--- src/hw/rtl/rup_pkg.sv ---
package rup_pkg;

    // clamp for the remaining-bytes count
    localparam logic [15:0] MAX_DATAGRAM = 16'd65535;

    localparam int S_TDATA_W = 64;
    localparam int M_TDATA_W = 56;
    localparam int M_TUSER_W = 3;

    typedef enum logic [2:0] {
        PH_TAG  = 3'd0,
        PH_TAG2 = 3'd1,
        PH_IDHI = 3'd2,
        PH_IDLO = 3'd3,
        PH_MARK = 3'd4,
        PH_PAY  = 3'd5
    } phase_t;

    typedef enum logic [2:0] {
        KIND_REQUEST = 3'd0,
        KIND_MISSING = 3'd1,
        KIND_HEADER  = 3'd2,
        KIND_PAYLOAD = 3'd3,
        KIND_CORRUPT = 3'd4
    } kind_t;

    typedef struct packed {
        logic               store_empty;
        logic signed [31:0] expected_id;
        logic [15:0]        bytes_left;
        logic [7:0]         rx_byte;
    } in_item_t;

    typedef struct packed {
        kind_t              record_kind;
        logic signed [31:0] record_id;
        logic               keep;
        logic [14:0]        payload_length;
        logic [7:0]         data_byte;
        logic               last_of_record;
    } result_t;

endpackage

--- src/hw/rtl/reliable_udp_record_parser.sv ---
// channel   | ports                | tdata fields (low bit up)                     | side
// ----------+----------------------+-----------------------------------------------+-----
// in beat   | s_axis_t*            | rx_byte, bytes_left, expected_id, store_empty | tuser -
// out beat  | m_axis_t*            | record_id, keep, payload_length, data_byte    | tuser kind, tlast
//
// one input beat per cycle while the output register is free; each beat gives zero or one output beat
// a beat passes the input register, then the parse logic into the output register
// the parse state sits in one register set updated once per beat, so beats chain freely
// aresetn is synchronous; it empties both registers and returns to tag parsing
// a stalled output holds every beat, also one that emits nothing; the input register absorbs one more
module reliable_udp_record_parser
    import rup_pkg::*;
(
    input  logic                 aclk,
    input  logic                 aresetn,
    input  logic                 s_axis_tvalid,
    output logic                 s_axis_tready,
    // rx_byte[7:0], bytes_left[23:8], expected_id[55:24], store_empty[56], zero fill
    input  logic [S_TDATA_W-1:0] s_axis_tdata,
    output logic                 m_axis_tvalid,
    input  logic                 m_axis_tready,
    // record_id[31:0], keep[32], payload_length[47:33], data_byte[55:48]
    output logic [M_TDATA_W-1:0] m_axis_tdata,
    // record_kind[2:0]
    output logic [M_TUSER_W-1:0] m_axis_tuser,
    output logic                 m_axis_tlast
);

    in_item_t s_item;
    in_item_t item;
    logic     item_valid;
    logic     out_free;
    logic     fire;
    logic     emit;
    result_t  result;
    result_t  m_result;

    assign s_item.rx_byte     = s_axis_tdata[7:0];
    assign s_item.bytes_left  = s_axis_tdata[23:8];
    assign s_item.expected_id = $signed(s_axis_tdata[55:24]);
    assign s_item.store_empty = s_axis_tdata[56];

    assign fire = item_valid && out_free;

    rup_in_reg u_in_reg (
        .aclk       (aclk),
        .aresetn    (aresetn),
        .s_valid    (s_axis_tvalid),
        .s_ready    (s_axis_tready),
        .s_item     (s_item),
        .take       (fire),
        .item_valid (item_valid),
        .item       (item)
    );

    rup_parser u_parser (
        .aclk    (aclk),
        .aresetn (aresetn),
        .fire    (fire),
        .item    (item),
        .emit    (emit),
        .result  (result)
    );

    rup_out_reg u_out_reg (
        .aclk     (aclk),
        .aresetn  (aresetn),
        .load     (fire && emit),
        .result   (result),
        .free     (out_free),
        .m_valid  (m_axis_tvalid),
        .m_ready  (m_axis_tready),
        .m_result (m_result)
    );

    assign m_axis_tdata = {m_result.data_byte, m_result.payload_length,
                           m_result.keep, m_result.record_id};
    assign m_axis_tuser = m_result.record_kind;
    assign m_axis_tlast = m_result.last_of_record;

endmodule

--- src/hw/rtl/rup_in_reg.sv ---
module rup_in_reg
    import rup_pkg::*;
(
    input  logic     aclk,
    input  logic     aresetn,
    input  logic     s_valid,
    output logic     s_ready,
    input  in_item_t s_item,
    input  logic     take,
    output logic     item_valid,
    output in_item_t item
);

    logic     valid_reg, valid_next;
    in_item_t item_reg;

    assign s_ready = !valid_reg || take;

    always_comb begin
        valid_next = valid_reg;
        if (take) begin
            valid_next = 1'b0;
        end
        if (s_valid && s_ready) begin
            valid_next = 1'b1;
        end
    end

    always_ff @(posedge aclk) begin
        if (!aresetn) begin
            valid_reg <= 1'b0;
        end else begin
            valid_reg <= valid_next;
        end
    end

    always_ff @(posedge aclk) begin
        if (s_valid && s_ready) begin
            item_reg <= s_item;
        end
    end

    assign item_valid = valid_reg;
    assign item       = item_reg;

endmodule

--- src/hw/rtl/rup_parser.sv ---
module rup_parser
    import rup_pkg::*;
(
    input  logic     aclk,
    input  logic     aresetn,
    input  logic     fire,
    input  in_item_t item,
    output logic     emit,
    output result_t  result
);

    localparam logic signed [33:0] WRAP_LO = -34'sd32768;
    localparam logic signed [33:0] WRAP_HI = 34'sd32768;

    phase_t      phase_reg, phase_next;
    logic [7:0]  tag_high_reg, tag_high_next;
    logic [14:0] rec_len_reg, rec_len_next;
    logic [7:0]  id_high_reg, id_high_next;
    logic [1:0]  marker_reg, marker_next;
    logic [14:0] pay_left_reg, pay_left_next;
    logic [31:0] highest_reg, highest_next;
    logic        keep_flag_reg, keep_flag_next;
    logic        skip_reg, skip_next;

    logic [15:0] bl;
    logic        last;
    logic [15:0] rem;
    logic        tag_taken;
    logic [14:0] tag_len;
    logic        tag_short;
    logic        corrupt;
    logic [31:0] id_base;
    logic signed [33:0] id_diff;
    logic [31:0] wide_id;
    logic        id_keep;
    logic [14:0] hdr_plen;
    logic [1:0]  marker_dec;
    logic [14:0] pay_dec;

    // byte count and tag decode
    always_comb begin
        bl   = (item.bytes_left > MAX_DATAGRAM) ? MAX_DATAGRAM : item.bytes_left;
        last = (bl <= 16'd1);
        rem  = (bl != 16'd0) ? bl - 16'd1 : 16'd0;

        tag_taken = 1'b0;
        tag_len   = {7'd0, item.rx_byte};
        if (phase_reg == PH_TAG && !item.rx_byte[7]) begin
            tag_taken = 1'b1;
        end
        if (phase_reg == PH_TAG2) begin
            tag_taken = 1'b1;
            tag_len   = {tag_high_reg[6:0], item.rx_byte};
        end

        if (tag_len == 15'd1) begin
            tag_short = 1'b1;
        end else if (tag_len < 15'd4) begin
            tag_short = (rem < 16'd2);
        end else begin
            tag_short = (rem < {1'b0, tag_len});
        end

        corrupt = !skip_reg &&
                  ((phase_reg == PH_TAG && item.rx_byte[7] && last) ||
                   (tag_taken && tag_len != 15'd0 && tag_short));
    end

    // widen the 16-bit id around the highest accepted id
    always_comb begin
        id_base = {highest_reg[31:16], id_high_reg, item.rx_byte};
        id_diff = $signed({{2{id_base[31]}}, id_base})
                - $signed({{2{highest_reg[31]}}, highest_reg});
        if (id_diff < WRAP_LO) begin
            wide_id = id_base + 32'h0001_0000;
        end else if (id_diff > WRAP_HI) begin
            wide_id = id_base - 32'h0001_0000;
        end else begin
            wide_id = id_base;
        end
        id_keep    = ($signed(wide_id) >= item.expected_id);
        hdr_plen   = rec_len_reg - 15'd4;
        marker_dec = marker_reg - 2'd1;
        pay_dec    = pay_left_reg - 15'd1;
    end

    // next state
    always_comb begin
        phase_next     = phase_reg;
        tag_high_next  = tag_high_reg;
        rec_len_next   = rec_len_reg;
        id_high_next   = id_high_reg;
        marker_next    = marker_reg;
        pay_left_next  = pay_left_reg;
        highest_next   = highest_reg;
        keep_flag_next = keep_flag_reg;
        skip_next      = skip_reg;

        if (!skip_reg) begin
            if (tag_taken) begin
                rec_len_next = tag_len;
                if (tag_len == 15'd0) begin
                    phase_next = PH_TAG;
                end else if (!tag_short) begin
                    phase_next = PH_IDHI;
                end
            end
            unique case (phase_reg)
                PH_TAG: begin
                    if (item.rx_byte[7] && !last) begin
                        tag_high_next = item.rx_byte;
                        phase_next    = PH_TAG2;
                    end
                end
                PH_TAG2: ;
                PH_IDHI: begin
                    id_high_next = item.rx_byte;
                    phase_next   = PH_IDLO;
                end
                PH_IDLO: begin
                    if (rec_len_reg >= 15'd3 && id_keep &&
                        ($signed(wide_id) > $signed(highest_reg) || item.store_empty)) begin
                        highest_next = wide_id;
                    end
                    if (rec_len_reg < 15'd4) begin
                        phase_next = PH_TAG;
                    end else begin
                        keep_flag_next = id_keep;
                        pay_left_next  = hdr_plen;
                        marker_next    = 2'd2;
                        phase_next     = PH_MARK;
                    end
                end
                PH_MARK: begin
                    marker_next = marker_dec;
                    if (marker_dec == 2'd0) begin
                        phase_next = (pay_left_reg != 15'd0) ? PH_PAY : PH_TAG;
                    end
                end
                PH_PAY: begin
                    pay_left_next = pay_dec;
                    if (pay_dec == 15'd0) begin
                        phase_next = PH_TAG;
                    end
                end
                default: phase_next = PH_TAG;
            endcase
        end

        if (corrupt) begin
            phase_next = PH_TAG;
            skip_next  = !last;
        end
        if (last) begin
            phase_next = PH_TAG;
            skip_next  = 1'b0;
        end
    end

    // result
    always_comb begin
        emit   = 1'b0;
        result = '{record_kind: KIND_REQUEST, record_id: '0, keep: 1'b0,
                   payload_length: '0, data_byte: '0, last_of_record: 1'b0};
        if (corrupt) begin
            emit                  = 1'b1;
            result.record_kind    = KIND_CORRUPT;
            result.last_of_record = 1'b1;
        end else if (!skip_reg && phase_reg == PH_IDLO) begin
            emit             = 1'b1;
            result.record_id = $signed(wide_id);
            result.keep      = id_keep;
            if (rec_len_reg < 15'd4) begin
                result.record_kind    = (rec_len_reg[0]) ? KIND_MISSING : KIND_REQUEST;
                result.last_of_record = 1'b1;
            end else begin
                result.record_kind    = KIND_HEADER;
                result.payload_length = hdr_plen;
                result.last_of_record = !id_keep || (hdr_plen == 15'd0);
            end
        end else if (!skip_reg && phase_reg == PH_PAY && keep_flag_reg) begin
            emit                  = 1'b1;
            result.record_kind    = KIND_PAYLOAD;
            result.keep           = 1'b1;
            result.data_byte      = item.rx_byte;
            result.last_of_record = (pay_left_reg == 15'd1);
        end
    end

    always_ff @(posedge aclk) begin
        if (!aresetn) begin
            phase_reg     <= PH_TAG;
            tag_high_reg  <= '0;
            rec_len_reg   <= '0;
            id_high_reg   <= '0;
            marker_reg    <= '0;
            pay_left_reg  <= '0;
            highest_reg   <= '0;
            keep_flag_reg <= 1'b0;
            skip_reg      <= 1'b0;
        end else if (fire) begin
            phase_reg     <= phase_next;
            tag_high_reg  <= tag_high_next;
            rec_len_reg   <= rec_len_next;
            id_high_reg   <= id_high_next;
            marker_reg    <= marker_next;
            pay_left_reg  <= pay_left_next;
            highest_reg   <= highest_next;
            keep_flag_reg <= keep_flag_next;
            skip_reg      <= skip_next;
        end
    end

endmodule

--- src/hw/rtl/rup_out_reg.sv ---
module rup_out_reg
    import rup_pkg::*;
(
    input  logic    aclk,
    input  logic    aresetn,
    input  logic    load,
    input  result_t result,
    output logic    free,
    output logic    m_valid,
    input  logic    m_ready,
    output result_t m_result
);

    logic    valid_reg, valid_next;
    result_t result_reg;

    assign free = !valid_reg || m_ready;

    always_comb begin
        valid_next = valid_reg;
        if (m_ready) begin
            valid_next = 1'b0;
        end
        if (load) begin
            valid_next = 1'b1;
        end
    end

    always_ff @(posedge aclk) begin
        if (!aresetn) begin
            valid_reg <= 1'b0;
        end else begin
            valid_reg <= valid_next;
        end
    end

    always_ff @(posedge aclk) begin
        if (load) begin
            result_reg <= result;
        end
    end

    assign m_valid  = valid_reg;
    assign m_result = result_reg;

endmodule
--- config.mk ---
export PLATFORM = sky130hd
export DESIGN_NAME = reliable_udp_record_parser
export DESIGN_NICKNAME = d
export VERILOG_FILES = /design/src/hw/rtl/rup_pkg.sv /design/src/hw/rtl/reliable_udp_record_parser.sv /design/src/hw/rtl/rup_in_reg.sv /design/src/hw/rtl/rup_parser.sv /design/src/hw/rtl/rup_out_reg.sv
export SDC_FILE = /design/constraint.sdc
export NUM_CORES = 1
export LEC_CHECK = 0
export ABC_AREA = 1
export BUFFER_PORTS_ARGS = -buffer_cell sky130_fd_sc_hd__buf_2
export CELL_PAD_IN_SITES_DETAIL_PLACEMENT = 0
export CELL_PAD_IN_SITES_GLOBAL_PLACEMENT = 1
export CORE_MARGIN = 2
export CORE_UTILIZATION = 46
export CTS_BUF_LIST = sky130_fd_sc_hd__clkbuf_4
export DETAILED_ROUTE_END_ITERATION = 7
export GPL_TIMING_DRIVEN = 0
export PLACE_DENSITY_LB_ADDON = 0.2
export SETUP_SLACK_MARGIN = 0.02
export SYNTH_ARGS = -nofsm -noshare
export SYNTH_HDL_FRONTEND = slang
export SYNTH_HIERARCHICAL = 1
export SYNTH_SLANG_ARGS = --single-unit
--- constraint.sdc ---
create_clock -name aclk -period 6.85 [get_ports aclk]
set_clock_uncertainty 0.05 [all_clocks]
set_input_delay 0 -clock aclk [delete_from_list [all_inputs] [get_ports aclk]]
set_output_delay 0 -clock aclk [all_outputs]
set_load 0.02 [all_outputs]
* Yosys cells after proc, flatten, opt, wreduce, memory -nomap -nowiden
Cells that the tools add are included.
Word-level totals: word-level logic and storage cells 145, flip-flop bits (word level) 203, input bits 68, output and inout bits 62
Operators by class: reduce and logical (&&, ||, !) cells 51, bitwise operators 4, mux-type cells 42, add/sub/neg operators 7, eq/ne operators 9, magnitude comparators 11
Operators with widths (number):
- $mux W32 | 2
- $logic_not A15 Y1 | 3
- $mux W3 | 13
- $gt A34 B17 Y1 const B | 1
- $lt A34 B16 Y1 const B | 1
- $sub A32 B32 Y33 | 1
- $add A32 B17 Y32 const B | 1
- $ge A32 B32 Y1 | 1
- $gt A32 B32 Y1 | 1
- $mux W16 | 2
- $sub A32 B17 Y32 const B | 1
- $eq A15 B1 Y1 const B | 2
- $lt A15 B3 Y1 const B | 2
- $mux W15 | 2
- $pmux W15 S2 | 1
- $reduce_bool A15 Y1 | 2
- $reduce_and A4 Y1 | 5
- $mux W1 | 18
- $pmux W3 S6 | 1
- $gt A16 B16 Y1 const B | 1
- $le A16 B1 Y1 const B | 1
- $lt A16 B15 Y1 | 1
- $lt A16 B2 Y1 const B | 1
- $reduce_bool A16 Y1 | 1
- other kinds (23) | 59

* Longest topological paths before layout
Gate-level depths: netlist of the first run.
depth in word-level cells 15, depth in mapped cells 36

* Hierarchy
Netlist of the first run, hierarchy kept.
By module, submodules not included:
- rup_parser | area an instance 8275.4 um^2, instances 1, cells an instance 1347
- rup_out_reg | area an instance 1848.0 um^2, instances 1, cells an instance 66
- rup_in_reg | area an instance 1762.9 um^2, instances 1, cells an instance 64
- reliable_udp_record_parser | area an instance 17.5 um^2, instances 1, cells an instance 4

* Least setup slack after synthesis of the first run
OpenSTA, ideal clock, no wires.
kind register to register, start register u_in_reg.item_reg, in the netlist u_in_reg/item[2], end register u_parser.highest_reg[20], period minus slack after synthesis 4874 ps, stages on the path, launching flop included 32, data arrival time 4715 ps, setup slack 1976 ps, required time 6691 ps, path buffers 2, cell sequence edfxtp_1 -> ha_1 -> a21oi_1 -> o21ai_2 -> nand3_1 -> nand2_1 -> a21oi_1 -> fa_1 -> o31ai_4 -> inv_2 -> buf_6 -> nand4_1 -> nand2_1 -> nand2_1 -> nand2_1 -> ha_1 -> nand2_1 -> nor2_1 -> nand2_1 -> nor4_1 -> and3_1 -> nand2_1 -> nand2_1 -> xnor2_1 -> nand2_1 -> nand2_1 -> nand3_2 -> inv_2 -> buf_2 -> nand3_1 -> nand2_1 -> inv_1
On the way: longest elaborated chain between the ends 8
RTL lines:
- start: declaration | line rup_in_reg.sv:15 | in_item_t item_reg;
- start signal: assignment | line rup_in_reg.sv:39 | item_reg <= s_item;
- $sub A32 B32 Y33 | line rup_parser.sv:73 | - $signed({{2{highest_reg[31]}}, highest_reg});
- $gt A34 B17 Y1 | line rup_parser.sv:76 | end else if (id_diff > WRAP_HI) begin
- $mux W32 | line rup_parser.sv:76
- $mux W32 * | line rup_parser.sv:74 | if (id_diff < WRAP_LO) begin
- net u_parser.wide_id[31] | line rup_parser.sv:34 | logic [31:0] wide_id;
- $ge A32 B32 Y1 / $gt A32 B32 Y1 (equally long branches) | line rup_parser.sv:81, rup_parser.sv:122
- $logic_and A1 B1 Y1 / $logic_or A1 B1 Y1 (equally long branches) | line rup_parser.sv:121, rup_parser.sv:122
- $logic_and A1 B1 Y1 * | line rup_parser.sv:121 | if (rec_len_reg >= 15'd3 && id_keep &&
- $reduce_and A4 Y1 (no line) *
- end signal: assignment | line rup_parser.sv:208 | highest_reg <= highest_next;
- end: declaration | line rup_parser.sv:21 | logic [31:0] highest_reg, highest_next;
The timed path passes the listed nets; every way through them passes the cells marked *. A chain may end at the register's enable or synchronous reset.

* Final worst setup path of the first run
start register u_in_reg.item_reg, in the netlist u_in_reg/item[0], end register u_parser.highest_reg[24]
The elaborated chain is that of the path after synthesis.

==> impl_metrics.env, run 1 <==
export IMPL_worst_slew_pin_slew_ps=824
export IMPL_synthTopCellsByCount="nand2_1 (303), inv_1 (209), a21oi_1 (154)"
export IMPL_max_slew_margin_rel_pct=45.1
export IMPL_worst_skew_pair_late_latency_ps=700
export IMPL_post_route_min_period_ps=6180
export IMPL_r2r_start="u_in_reg/item[0]$_DFFE_PP_"
export IMPL_post_route_period_util_pct=90.2
export IMPL_syn_avg_cell_area_um2=8.04
export IMPL_drt_pre_antenna_iters=6
export IMPL_rows=58
export IMPL_ys_types=50
export IMPL_rsz0062_at_grt="false"
export IMPL_antenna_left=0
export IMPL_grt_max_degree=33
export IMPL_grt_overflow=0
export IMPL_finalWirelength_um=34600
export IMPL_r2r_end="u_parser/highest_reg[24]$_SDFFE_PN0P_"
export IMPL_die_h_um=165
export IMPL_crit_type="flip-flop to flip-flop"
export IMPL_worstSetupEndpointType="flip-flop"
export IMPL_syn2layout_area_growth_pct=25.6
export IMPL_post_cts_resized=0
export IMPL_holdCritStartpoint="s_axis_tvalid"
export IMPL_holdPathEnd="u_in_reg/item[42]$_DFFE_PP_"
export IMPL_leakage_nw=6.90
export IMPL_drc=0
export IMPL_slowest_stage="fa_1"
export IMPL_netlist_top_cells_area="edfxtp_1 (30%), dfxtp_1 (14%), nand2_1 (9.6%), ha_1 (9.2%), inv_1 (6.6%)"
export IMPL_synth_edff_count=117
export IMPL_core_region_area_mm2=0.0253
export IMPL_yosys_area_top_type="edfxtp_1"
export IMPL_rrSetupSlack_ps=670
export IMPL_die_w_um=165
export IMPL_ys_seq_area_share_pct=44.0
export IMPL_netlist_area_leader_share_pct=29.5
export IMPL_largest_reg_flops=60
export IMPL_grt_pass1_wl_um=54700
export IMPL_min_path_cells=4
export IMPL_drv_slew=0
export IMPL_cts_tree="built"
export IMPL_crit_arrival_ps=6720
export IMPL_drive_above_1_share_pct=15.1
export IMPL_cts_buffers=54
export IMPL_nets=1943
export IMPL_antenna_found_initial=1
export IMPL_peakVddDrop_mv=0.132
export IMPL_hpwl_um=24100
export IMPL_vias=11100
export IMPL_grt_pass1_vias=10700
export IMPL_yosysWarnings=6
export IMPL_start_kind="flip-flop"
export IMPL_max_freq_mhz=162
export IMPL_synth_area_mm2=0.0119
export IMPL_synth_main_ff_cell="edfxtp_1"
export IMPL_port_buffers=122
export IMPL_path_common_cell="nand2_1"
export IMPL_dieArea_mm2=0.0272
export IMPL_drt_vias_per_instance=5.15
export IMPL_fill_cells=2300
export IMPL_syn_inst=1481
export IMPL_wire_per_inst_um=16.0
export IMPL_cts_root_buffer="clkbuf_4"
export IMPL_async_reset_ff_share_pct=0
export IMPL_status="finished clean"
export IMPL_cp_max_fo=10
export IMPL_clk_pin_slew_ps=70
export IMPL_final_core_util_pct=59.0
export IMPL_reg2regPathDepth=29
export IMPL_cts_sinks=203
export IMPL_initial_core_util_pct=47.0
export IMPL_syn_nets=1639
export IMPL_yosysMostFrequentCell="nand2_1"
export IMPL_setup_viol=0
export IMPL_hold_viol=0
export IMPL_num_io_pins=130
export IMPL_hold_path_class="input port to flip-flop"
export IMPL_p_per_area_mw_per_mm2=215
export IMPL_drv_cap=0
export IMPL_grt_use_total_pct=25.8
export IMPL_first_iter_violations=778
export IMPL_cts_buffer_depth=3
export IMPL_ys_seq_elements=203
export IMPL_routabilityCongestion=0.894
export IMPL_htreeDepth=2
export IMPL_slowest_delay_ps=550
export IMPL_critPathRequiredTime_ps=7390
export IMPL_tns_ps=0
-- stage by stage --
stage | hold slack [ps] | setup WS, ps | cells | power [mW] | area, um^2
after global routing | 256 | 240 | 2157 | 3.42 | 14900
after CTS | 205 | 448 | 2153 | 3.21 | 14900
after floorplan | 48.9 | 1980 | 1481 | 1.87 | 11900
final | 264 | 668 | 2157 | 3.22 | 14900
after global placement | 126 | 435 | 1933 | 2.05 | 12900
after detailed placement | 128 | 467 | 1937 | 2.07 | 13000
-- worst max-delay path: cells and delay by family (launching register included) --
family                   cells  cell delay, ps
AND/OR/NAND/NOR             16            2140
adder cells (fa/ha/maj)      3            1230
XOR/XNOR                     1             120
AO/OA/AOI/OAI                3             820
flip-flops                   1             470
buffers and inverters        6            1250
-- metal layers --
metal	wire [um]	vias up	share of wire, %	global-route usage (%)
met5	0	-	0	0
met4	955	0	2.8	8.54
met3	1820	71	5.3	4.04
met2	15900	308	46	42.7
met1	15900	5154	46	34.7
li1	-	5576	-	-
-- cell families after synthesis --
family                   count (synthesis)  synth area share (%)
AND/OR/NAND/NOR                        640                  23.7
adder cells (fa/ha/maj)                 90                  9.59
AO/OA/AOI/OAI                          264                  12.1
flip-flops                             203                  44.0
XOR/XNOR                                31                  2.28
multiplexers                             1                0.0841
buffers and inverters                  252                  8.34
-- cells in the final DEF (no fill, tap or decap), drive strengths merged, types with 14 or more instances in the layout --
cell type | synthesis | layout
a21oi | 159 | 159
nand3 | 107 | 107
clkbuf | 19 | 101
nor3 | 31 | 31
o21ai | 81 | 81
nand4 | 22 | 22
ha | 88 | 88
edfxtp | 117 | 117
inv | 215 | 215
buf | 16 | 145
dfxtp | 86 | 86
nand2 | 308 | 308
xor2 | 17 | 17
nor2 | 154 | 154
clkinv | 2 | 16
dlygate4sd3 | 0 | 119
xnor2 | 14 | 14
-- power breakdown --
part           internal (mW)  switching [mW]
Clock                  0.581           0.522
Combinational          0.295           0.462
Sequential              1.33          0.0307
-- final cells by class --
type | count | area (um^2) | share of cell area (%)
clock inverter | 15 | 86.3 | 0.578
buffer | 35 | 178 | 1.19
antenna | 1 | 2.50 | 0.0167
multi-input combinational | 1026 | 5690 | 38.1
sequential | 203 | 5240 | 35.0
clock buffer | 82 | 616 | 4.12
inverter | 217 | 815 | 5.45
timing repair buffer | 248 | 1910 | 12.8
tap | 330 | 413 | 2.76
-- repair_timing --
action,4_1_cts,5_1_grt
setup buffers,0,3
hold buffers,119,0
endpoints found under the setup margin,0,10
hold endpoints to repair,142,0
-- worst max-delay path by stage --
stage | endpoint | depth (start not counted) | from
after detailed placement | u_parser/highest_reg[21]$_SDFFE_PN0P_ | 31 | u_in_reg/item[0]$_DFFE_PP_
after global placement | u_parser/highest_reg[29]$_SDFFE_PN0P_ | 31 | u_in_reg/item[0]$_DFFE_PP_
after floorplan | u_parser/highest_reg[20]$_SDFFE_PN0P_ | 31 | u_in_reg/item[2]$_DFFE_PP_
after global routing | u_parser/highest_reg[27]$_SDFFE_PN0P_ | 29 | u_in_reg/item[0]$_DFFE_PP_
after CTS | u_parser/highest_reg[28]$_SDFFE_PN0P_ | 31 | u_in_reg/item[0]$_DFFE_PP_
final | u_parser/highest_reg[24]$_SDFFE_PN0P_ | 29 | u_in_reg/item[0]$_DFFE_PP_
No activity file was read; power rests on OpenSTA's default activity.
==> inputs of run 2 (changes only) <==
PLACE_DENSITY_LB_ADDON = 0.1   (was 0.2)
==> impl_metrics.env, run 2 (synthesis results as in run 1) <==
export IMPL_status="finished clean"
export IMPL_grt_overflow=0
export IMPL_max_slew_margin_rel_pct=45.7
export IMPL_final_cell_mix="nand2_1 (303), inv_1 (209), a21oi_1 (153)"
export IMPL_finalWirelength_um=34300
export IMPL_die_h_um=165
export IMPL_post_route_period_util_pct=93.3
export IMPL_vias=11000
export IMPL_antenna_left=0
export IMPL_r2r_start="u_in_reg/item[0]$_DFFE_PP_"
export IMPL_num_io_pins=130
export IMPL_drt_vias_per_instance=5.08
export IMPL_cts_tree="built"
export IMPL_holdPathEnd="u_parser/highest_reg[19]$_SDFFE_PN0P_"
export IMPL_drv_cap=0
export IMPL_cts_buffers=56
export IMPL_wire_per_inst_um=15.9
export IMPL_seq_power_share_pct=42.0
export IMPL_worst_slew_pin_slew_ps=814
export IMPL_first_iter_violations=695
export IMPL_layout_commonest_cell="nand2_1"
export IMPL_antenna_found_initial=1
export IMPL_critPathRequiredTime_ps=7380
export IMPL_drt_pre_antenna_iters=7
export IMPL_die_w_um=165
export IMPL_grt_pass1_vias=10600
export IMPL_cts_sinks=203
export IMPL_worstSetupEndpointType="flip-flop"
export IMPL_holdCritStartpoint="aresetn"
export IMPL_crit_type="flip-flop to flip-flop"
export IMPL_hpwl_um=24200
export IMPL_power_internal_mw=2.21
export IMPL_drc=0
export IMPL_largest_reg_flops=60
export IMPL_start_kind="flip-flop"
export IMPL_drv_slew=0
export IMPL_cp_max_fo=10
export IMPL_finalPower_mw=3.23
export IMPL_htreeDepth=2
export IMPL_slowest_delay_ps=540
export IMPL_power_switching_mw=1.02
export IMPL_rsz0062_at_grt="false"
export IMPL_r2r_end="u_parser/highest_reg[28]$_SDFFE_PN0P_"
export IMPL_final_core_util_pct=59.1
export IMPL_clockPowerShare_pct=34.8
export IMPL_max_freq_mhz=156
export IMPL_slowest_stage="fa_1"
export IMPL_routabilityCongestion=0.882
export IMPL_drive_above_1_share_pct=15.2
export IMPL_p_comb_share_pct=23.1
export IMPL_leakage_nw=6.91
export IMPL_hold_viol=0
export IMPL_rrSetupSlack_ps=460
export IMPL_core_region_area_mm2=0.0253
export IMPL_min_path_cells=6
export IMPL_grt_max_degree=29
export IMPL_setup_viol=0
export IMPL_multi_input_area_mm2=0.00569
export IMPL_worst_skew_pair_late_latency_ps=700
export IMPL_port_buffers=122
export IMPL_seqCellArea_mm2=0.00524
export IMPL_path_common_cell="nand2_1"
export IMPL_cts_buffer_depth=3
export IMPL_syn2layout_area_growth_pct=25.8
export IMPL_cts_root_buffer="clkbuf_4"
export IMPL_tns_ps=0
export IMPL_crit_arrival_ps=6920
export IMPL_peakVddDrop_mv=0.133
export IMPL_dieArea_mm2=0.0272
export IMPL_pre_cts_ws_ps=494
export IMPL_post_cts_resized=0
export IMPL_grt_pass1_wl_um=53700
export IMPL_initial_core_util_pct=47.0
export IMPL_reg2regPathDepth=31
export IMPL_clk_pin_slew_ps=70
export IMPL_swShare_pct=31.5
export IMPL_nets=1942
export IMPL_fill_cells=2364
export IMPL_hold_path_class="input port to flip-flop"
export IMPL_fin_ws_ps=458
export IMPL_rows=58
export IMPL_grt_use_total_pct=25.4
export IMPL_post_route_min_period_ps=6390
export IMPL_p_per_area_mw_per_mm2=215
## run 2: changes by cell type in the layout (fill, tap and decap cells not counted), sizes merged
| cell | change |
|---|---|
| clkbuf | +1 |
| clkinv | +3 |
| buf | -3 |
| diode | +2 |
| clkinvlp | +1 |
| inv | +1 |
## run 2: critical path: cells and delay by family, from the launching register on
kind,cells,cell delay [ps]
AO/OA/AOI/OAI,3,870
XOR/XNOR,1,120
adder cells (fa/ha/maj),3,1250
buffers and inverters,6,1270
flip-flops,1,470
AND/OR/NAND/NOR,18,2220
## run 2: how the worst max path moves through the flow
stage | start | end | slack (ps)
2_1_floorplan | u_in_reg/item[2]$_DFFE_PP_ | u_parser/highest_reg[20]$_SDFFE_PN0P_ | 1980
3_3_place_gp | u_in_reg/item[0]$_DFFE_PP_ | u_parser/highest_reg[29]$_SDFFE_PN0P_ | 500
3_5_place_dp | u_in_reg/item[0]$_DFFE_PP_ | u_parser/highest_reg[28]$_SDFFE_PN0P_ | 490
4_1_cts | u_in_reg/item[0]$_DFFE_PP_ | u_parser/highest_reg[28]$_SDFFE_PN0P_ | 450
5_1_grt | u_in_reg/item[2]$_DFFE_PP_ | u_parser/highest_reg[28]$_SDFFE_PN0P_ | 80
6_report | u_in_reg/item[0]$_DFFE_PP_ | u_parser/highest_reg[28]$_SDFFE_PN0P_ | 460
## run 2: metrics by stage
stage / hold slack, ps / std cells / cell area, um^2
floorplan: 48.9 / 1481 / 11900
global placement: 126 / 1933 / 12900
CTS: 292 / 2159 / 15000
global route: 370 / 2162 / 15000
finish: 352 / 2162 / 15000
detailed placement: 128 / 1937 / 13000
## run 2: final cells by class
class / instances / area share, %
Multi-Input combinational cell: 1026 / 38.0
Sequential cell: 203 / 34.9
Timing Repair Buffer: 245 / 12.7
Inverter: 217 / 5.44
Clock buffer: 83 / 4.16
Tap cell: 330 / 2.76
Buffer: 35 / 1.19
Clock inverter: 20 / 0.743
Antenna cell: 3 / 0.0501
## run 2: routing by layer
metal | vias up | part of all wire [%] | global-route usage [%]
li1 | 5592 | - | -
met1 | 5038 | 47 | 35.0
met2 | 304 | 45 | 41.1
met3 | 59 | 5.5 | 3.92
met4 | 0 | 2.3 | 8.18
met5 | - | 0 | 0
## run 2: what timing repair did
item	in CTS	in global routing
hold buffers	119	0
endpoints found under the hold margin	132	0
endpoints found under the setup margin	0	2
setup buffers	0	0
## run 2: power by group through the flow
stage          logic (mW)  registers (mW)  clock network, mW
6_report            0.746            1.36               1.12
5_1_grt             0.844            1.36               1.23
4_1_cts             0.738            1.36               1.16
3_5_place_dp        0.683            1.38                  0
3_3_place_gp        0.667            1.39                  0
2_1_floorplan       0.495            1.38                  0
==> inputs of run 3 (changes only) <==
ABC_AREA = unset   (was 1)
CORE_UTILIZATION = 47   (was 46)
GPL_TIMING_DRIVEN = unset   (was 0)
==> impl_metrics.env, run 3 <==
export IMPL_largest_reg_flops=60
export IMPL_hold_viol=0
export IMPL_rows=59
export IMPL_worstSetupEndpointType="flip-flop"
export IMPL_clockPowerShare_pct=34.7
export IMPL_layout_commonest_cell="nor2_1"
export IMPL_drt_pre_antenna_iters=6
export IMPL_yosysWarnings=6
export IMPL_crit_type="flip-flop to flip-flop"
export IMPL_final_cell_mix="nor2_1 (144), nand2_1 (130), buf_2 (122)"
export IMPL_slowest_delay_ps=470
export IMPL_yosys_area_top_type="edfxtp_1"
export IMPL_drv_cap=0
export IMPL_start_kind="flip-flop"
export IMPL_grt_use_total_pct=26.3
export IMPL_cts_buffers=55
export IMPL_cts_tree="built"
export IMPL_grt_max_degree=58
export IMPL_ys_types=85
export IMPL_grt_pass1_wl_um=58900
export IMPL_ys_seq_elements=203
export IMPL_crit_arrival_ps=6970
export IMPL_syn_avg_cell_area_um2=8.96
export IMPL_hold_slack_ps=403
export IMPL_vias=11700
export IMPL_finalPower_mw=3.17
export IMPL_hpwl_um=25500
export IMPL_cts_buffer_depth=3
export IMPL_synth_area_mm2=0.0124
export IMPL_netlist_top_cells_area="edfxtp_1 (28%), dfxtp_1 (14%), ha_1 (8.9%), nor2_1 (4.4%), nand2_1 (3.9%)"
export IMPL_peakVddDrop_mv=0.137
export IMPL_worst_skew_pair_late_latency_ps=720
export IMPL_antenna_found_initial=1
export IMPL_htreeDepth=2
export IMPL_dieArea_mm2=0.0277
export IMPL_final_cells=2060
export IMPL_synth_main_ff_cell="edfxtp_1"
export IMPL_hold_path_class="flip-flop to flip-flop"
export IMPL_core_region_area_mm2=0.0260
export IMPL_netlist_area_leader_share_pct=28.3
export IMPL_slowest_stage="o31ai_1"
export IMPL_async_reset_ff_share_pct=0
export IMPL_wire_per_inst_um=18.3
export IMPL_die_w_um=166
export IMPL_drt_vias_per_instance=5.67
export IMPL_synth_edff_count=117
export IMPL_critPathRequiredTime_ps=7340
export IMPL_syn2layout_area_growth_pct=26.5
export IMPL_syn_nets=1542
export IMPL_drive_above_1_share_pct=18.7
export IMPL_tns_ps=0
export IMPL_swShare_pct=30.7
export IMPL_seq_power_share_pct=42.3
export IMPL_cp_max_fo=10
export IMPL_p_comb_share_pct=23.0
export IMPL_setup_viol=0
export IMPL_status="finished clean"
export IMPL_placed_cell_area_mm2=0.0135
export IMPL_port_buffers=122
export IMPL_power_internal_mw=2.20
export IMPL_max_slew_margin_rel_pct=38.3
export IMPL_grt_overflow=0
export IMPL_worst_slew_pin_slew_ps=925
export IMPL_fin_area_mm2=0.0157
export IMPL_clk_pin_slew_ps=70
export IMPL_power_switching_uw=976
export IMPL_post_route_min_period_ps=6480
export IMPL_cts_sinks=203
export IMPL_synthTopCellsByCount="nor2_1 (145), nand2_1 (130), edfxtp_1 (117)"
export IMPL_ys_seq_area_share_pct=42.2
export IMPL_p_per_area_mw_per_mm2=202
export IMPL_placedCellCount=1824
export IMPL_routabilityCongestion=0.894
export IMPL_post_route_period_util_pct=94.6
export IMPL_num_io_pins=130
export IMPL_syn_inst=1384
export IMPL_nets=1834
export IMPL_finalWirelength_um=37800
export IMPL_cts_root_buffer="clkbuf_4"
export IMPL_die_h_um=166
export IMPL_antenna_left=0
export IMPL_max_freq_mhz=154
export IMPL_drv_slew=0
export IMPL_initial_core_util_pct=47.7
export IMPL_yosysMostFrequentCell="nor2_1"
export IMPL_first_iter_violations=801
export IMPL_grt_pass1_vias=11200
export IMPL_drc=0
export IMPL_leakage_nw=6.44
-- run 3: cell count changes after synthesis, sizes merged, moves of 15 or more --
cell | previous run | this run
nand3 | 107 | 55
and2 | 1 | 20
nor3 | 31 | 46
clkbuf | 19 | 56
nand2 | 308 | 131
inv | 215 | 98
a21oi | 159 | 97
or3 | 0 | 20
-- run 3: worst max-delay path: cells and delay by family, from the launching register on --
family,cells,cell delay (ps)
compound gates,13,2600
simple gates,9,1610
fa+ha+maj,3,870
buf+inv,5,770
flops,1,390
-- run 3: logic make-up after synthesis --
family,after synthesis,share of synthesized area [%]
flip-flops,203,42.2
AO/OA/AOI/OAI,338,18.3
XOR/XNOR,32,2.26
AND/OR/NAND/NOR,541,21.7
adder cells (fa/ha/maj),90,9.20
multiplexers,14,1.19
buffers and inverters,166,5.12
-- run 3: metrics by stage --
stage                     worst slack (ps)  util (%)
after floorplan                        392         -
after global placement                 289      52.1
after detailed placement              76.1      52.1
after CTS                             41.5      59.5
after global routing                  -114      60.4
final                                  372      60.4
-- run 3: layout make-up --
type,count,area (um^2)
clock inverter,26,134
antenna,2,5.00
inverter,101,380
clock buffer,78,586
tap,335,419
timing repair buffer,300,2250
sequential,203,5240
multi-input combinational,1015,6680
fill,2286,10300
-- run 3: worst paths after layout --
check	start	end	slack [ps]	cells past startpoint
worst max-delay path	u_in_reg/item[0]$_DFFE_PP_	u_parser/highest_reg[30]$_SDFFE_PN0P_	370	30
worst min-delay path	u_parser/highest_reg[8]$_SDFFE_PN0P_	u_parser/highest_reg[8]$_SDFFE_PN0P_	400	2
worst max register to register	u_in_reg/item[0]$_DFFE_PP_	u_parser/highest_reg[30]$_SDFFE_PN0P_	370	30
worst min register to register	u_parser/highest_reg[8]$_SDFFE_PN0P_	u_parser/highest_reg[8]$_SDFFE_PN0P_	400	2
-- run 3: timing repair --
item                       4_1_cts  5_1_grt
hold endpoints to repair       129        0
resized for setup                1       34
setup endpoints to repair        2       33
hold buffers                   119        0
pin swaps                        0       12
cloned                           0        1
setup buffers                    0       10
-- run 3: power by group through the flow --
| stage | clock network, mW | registers [mW] | logic (mW) |
|---|---|---|---|
| after global routing | 1.19 | 1.34 | 0.803 |
| final | 1.10 | 1.34 | 0.731 |
| after detailed placement | 0 | 1.37 | 0.614 |
| after global placement | 0 | 1.37 | 0.609 |
| after floorplan | 0 | 1.36 | 0.420 |
| after CTS | 1.13 | 1.34 | 0.671 |
-- run 3: per-layer routing --
metal  share of wire (%)  GRT usage (%)
met3                 7.3           5.16
met1                  45           36.1
met4                 2.2           8.73
met2                  45           41.8
met5                   0              0
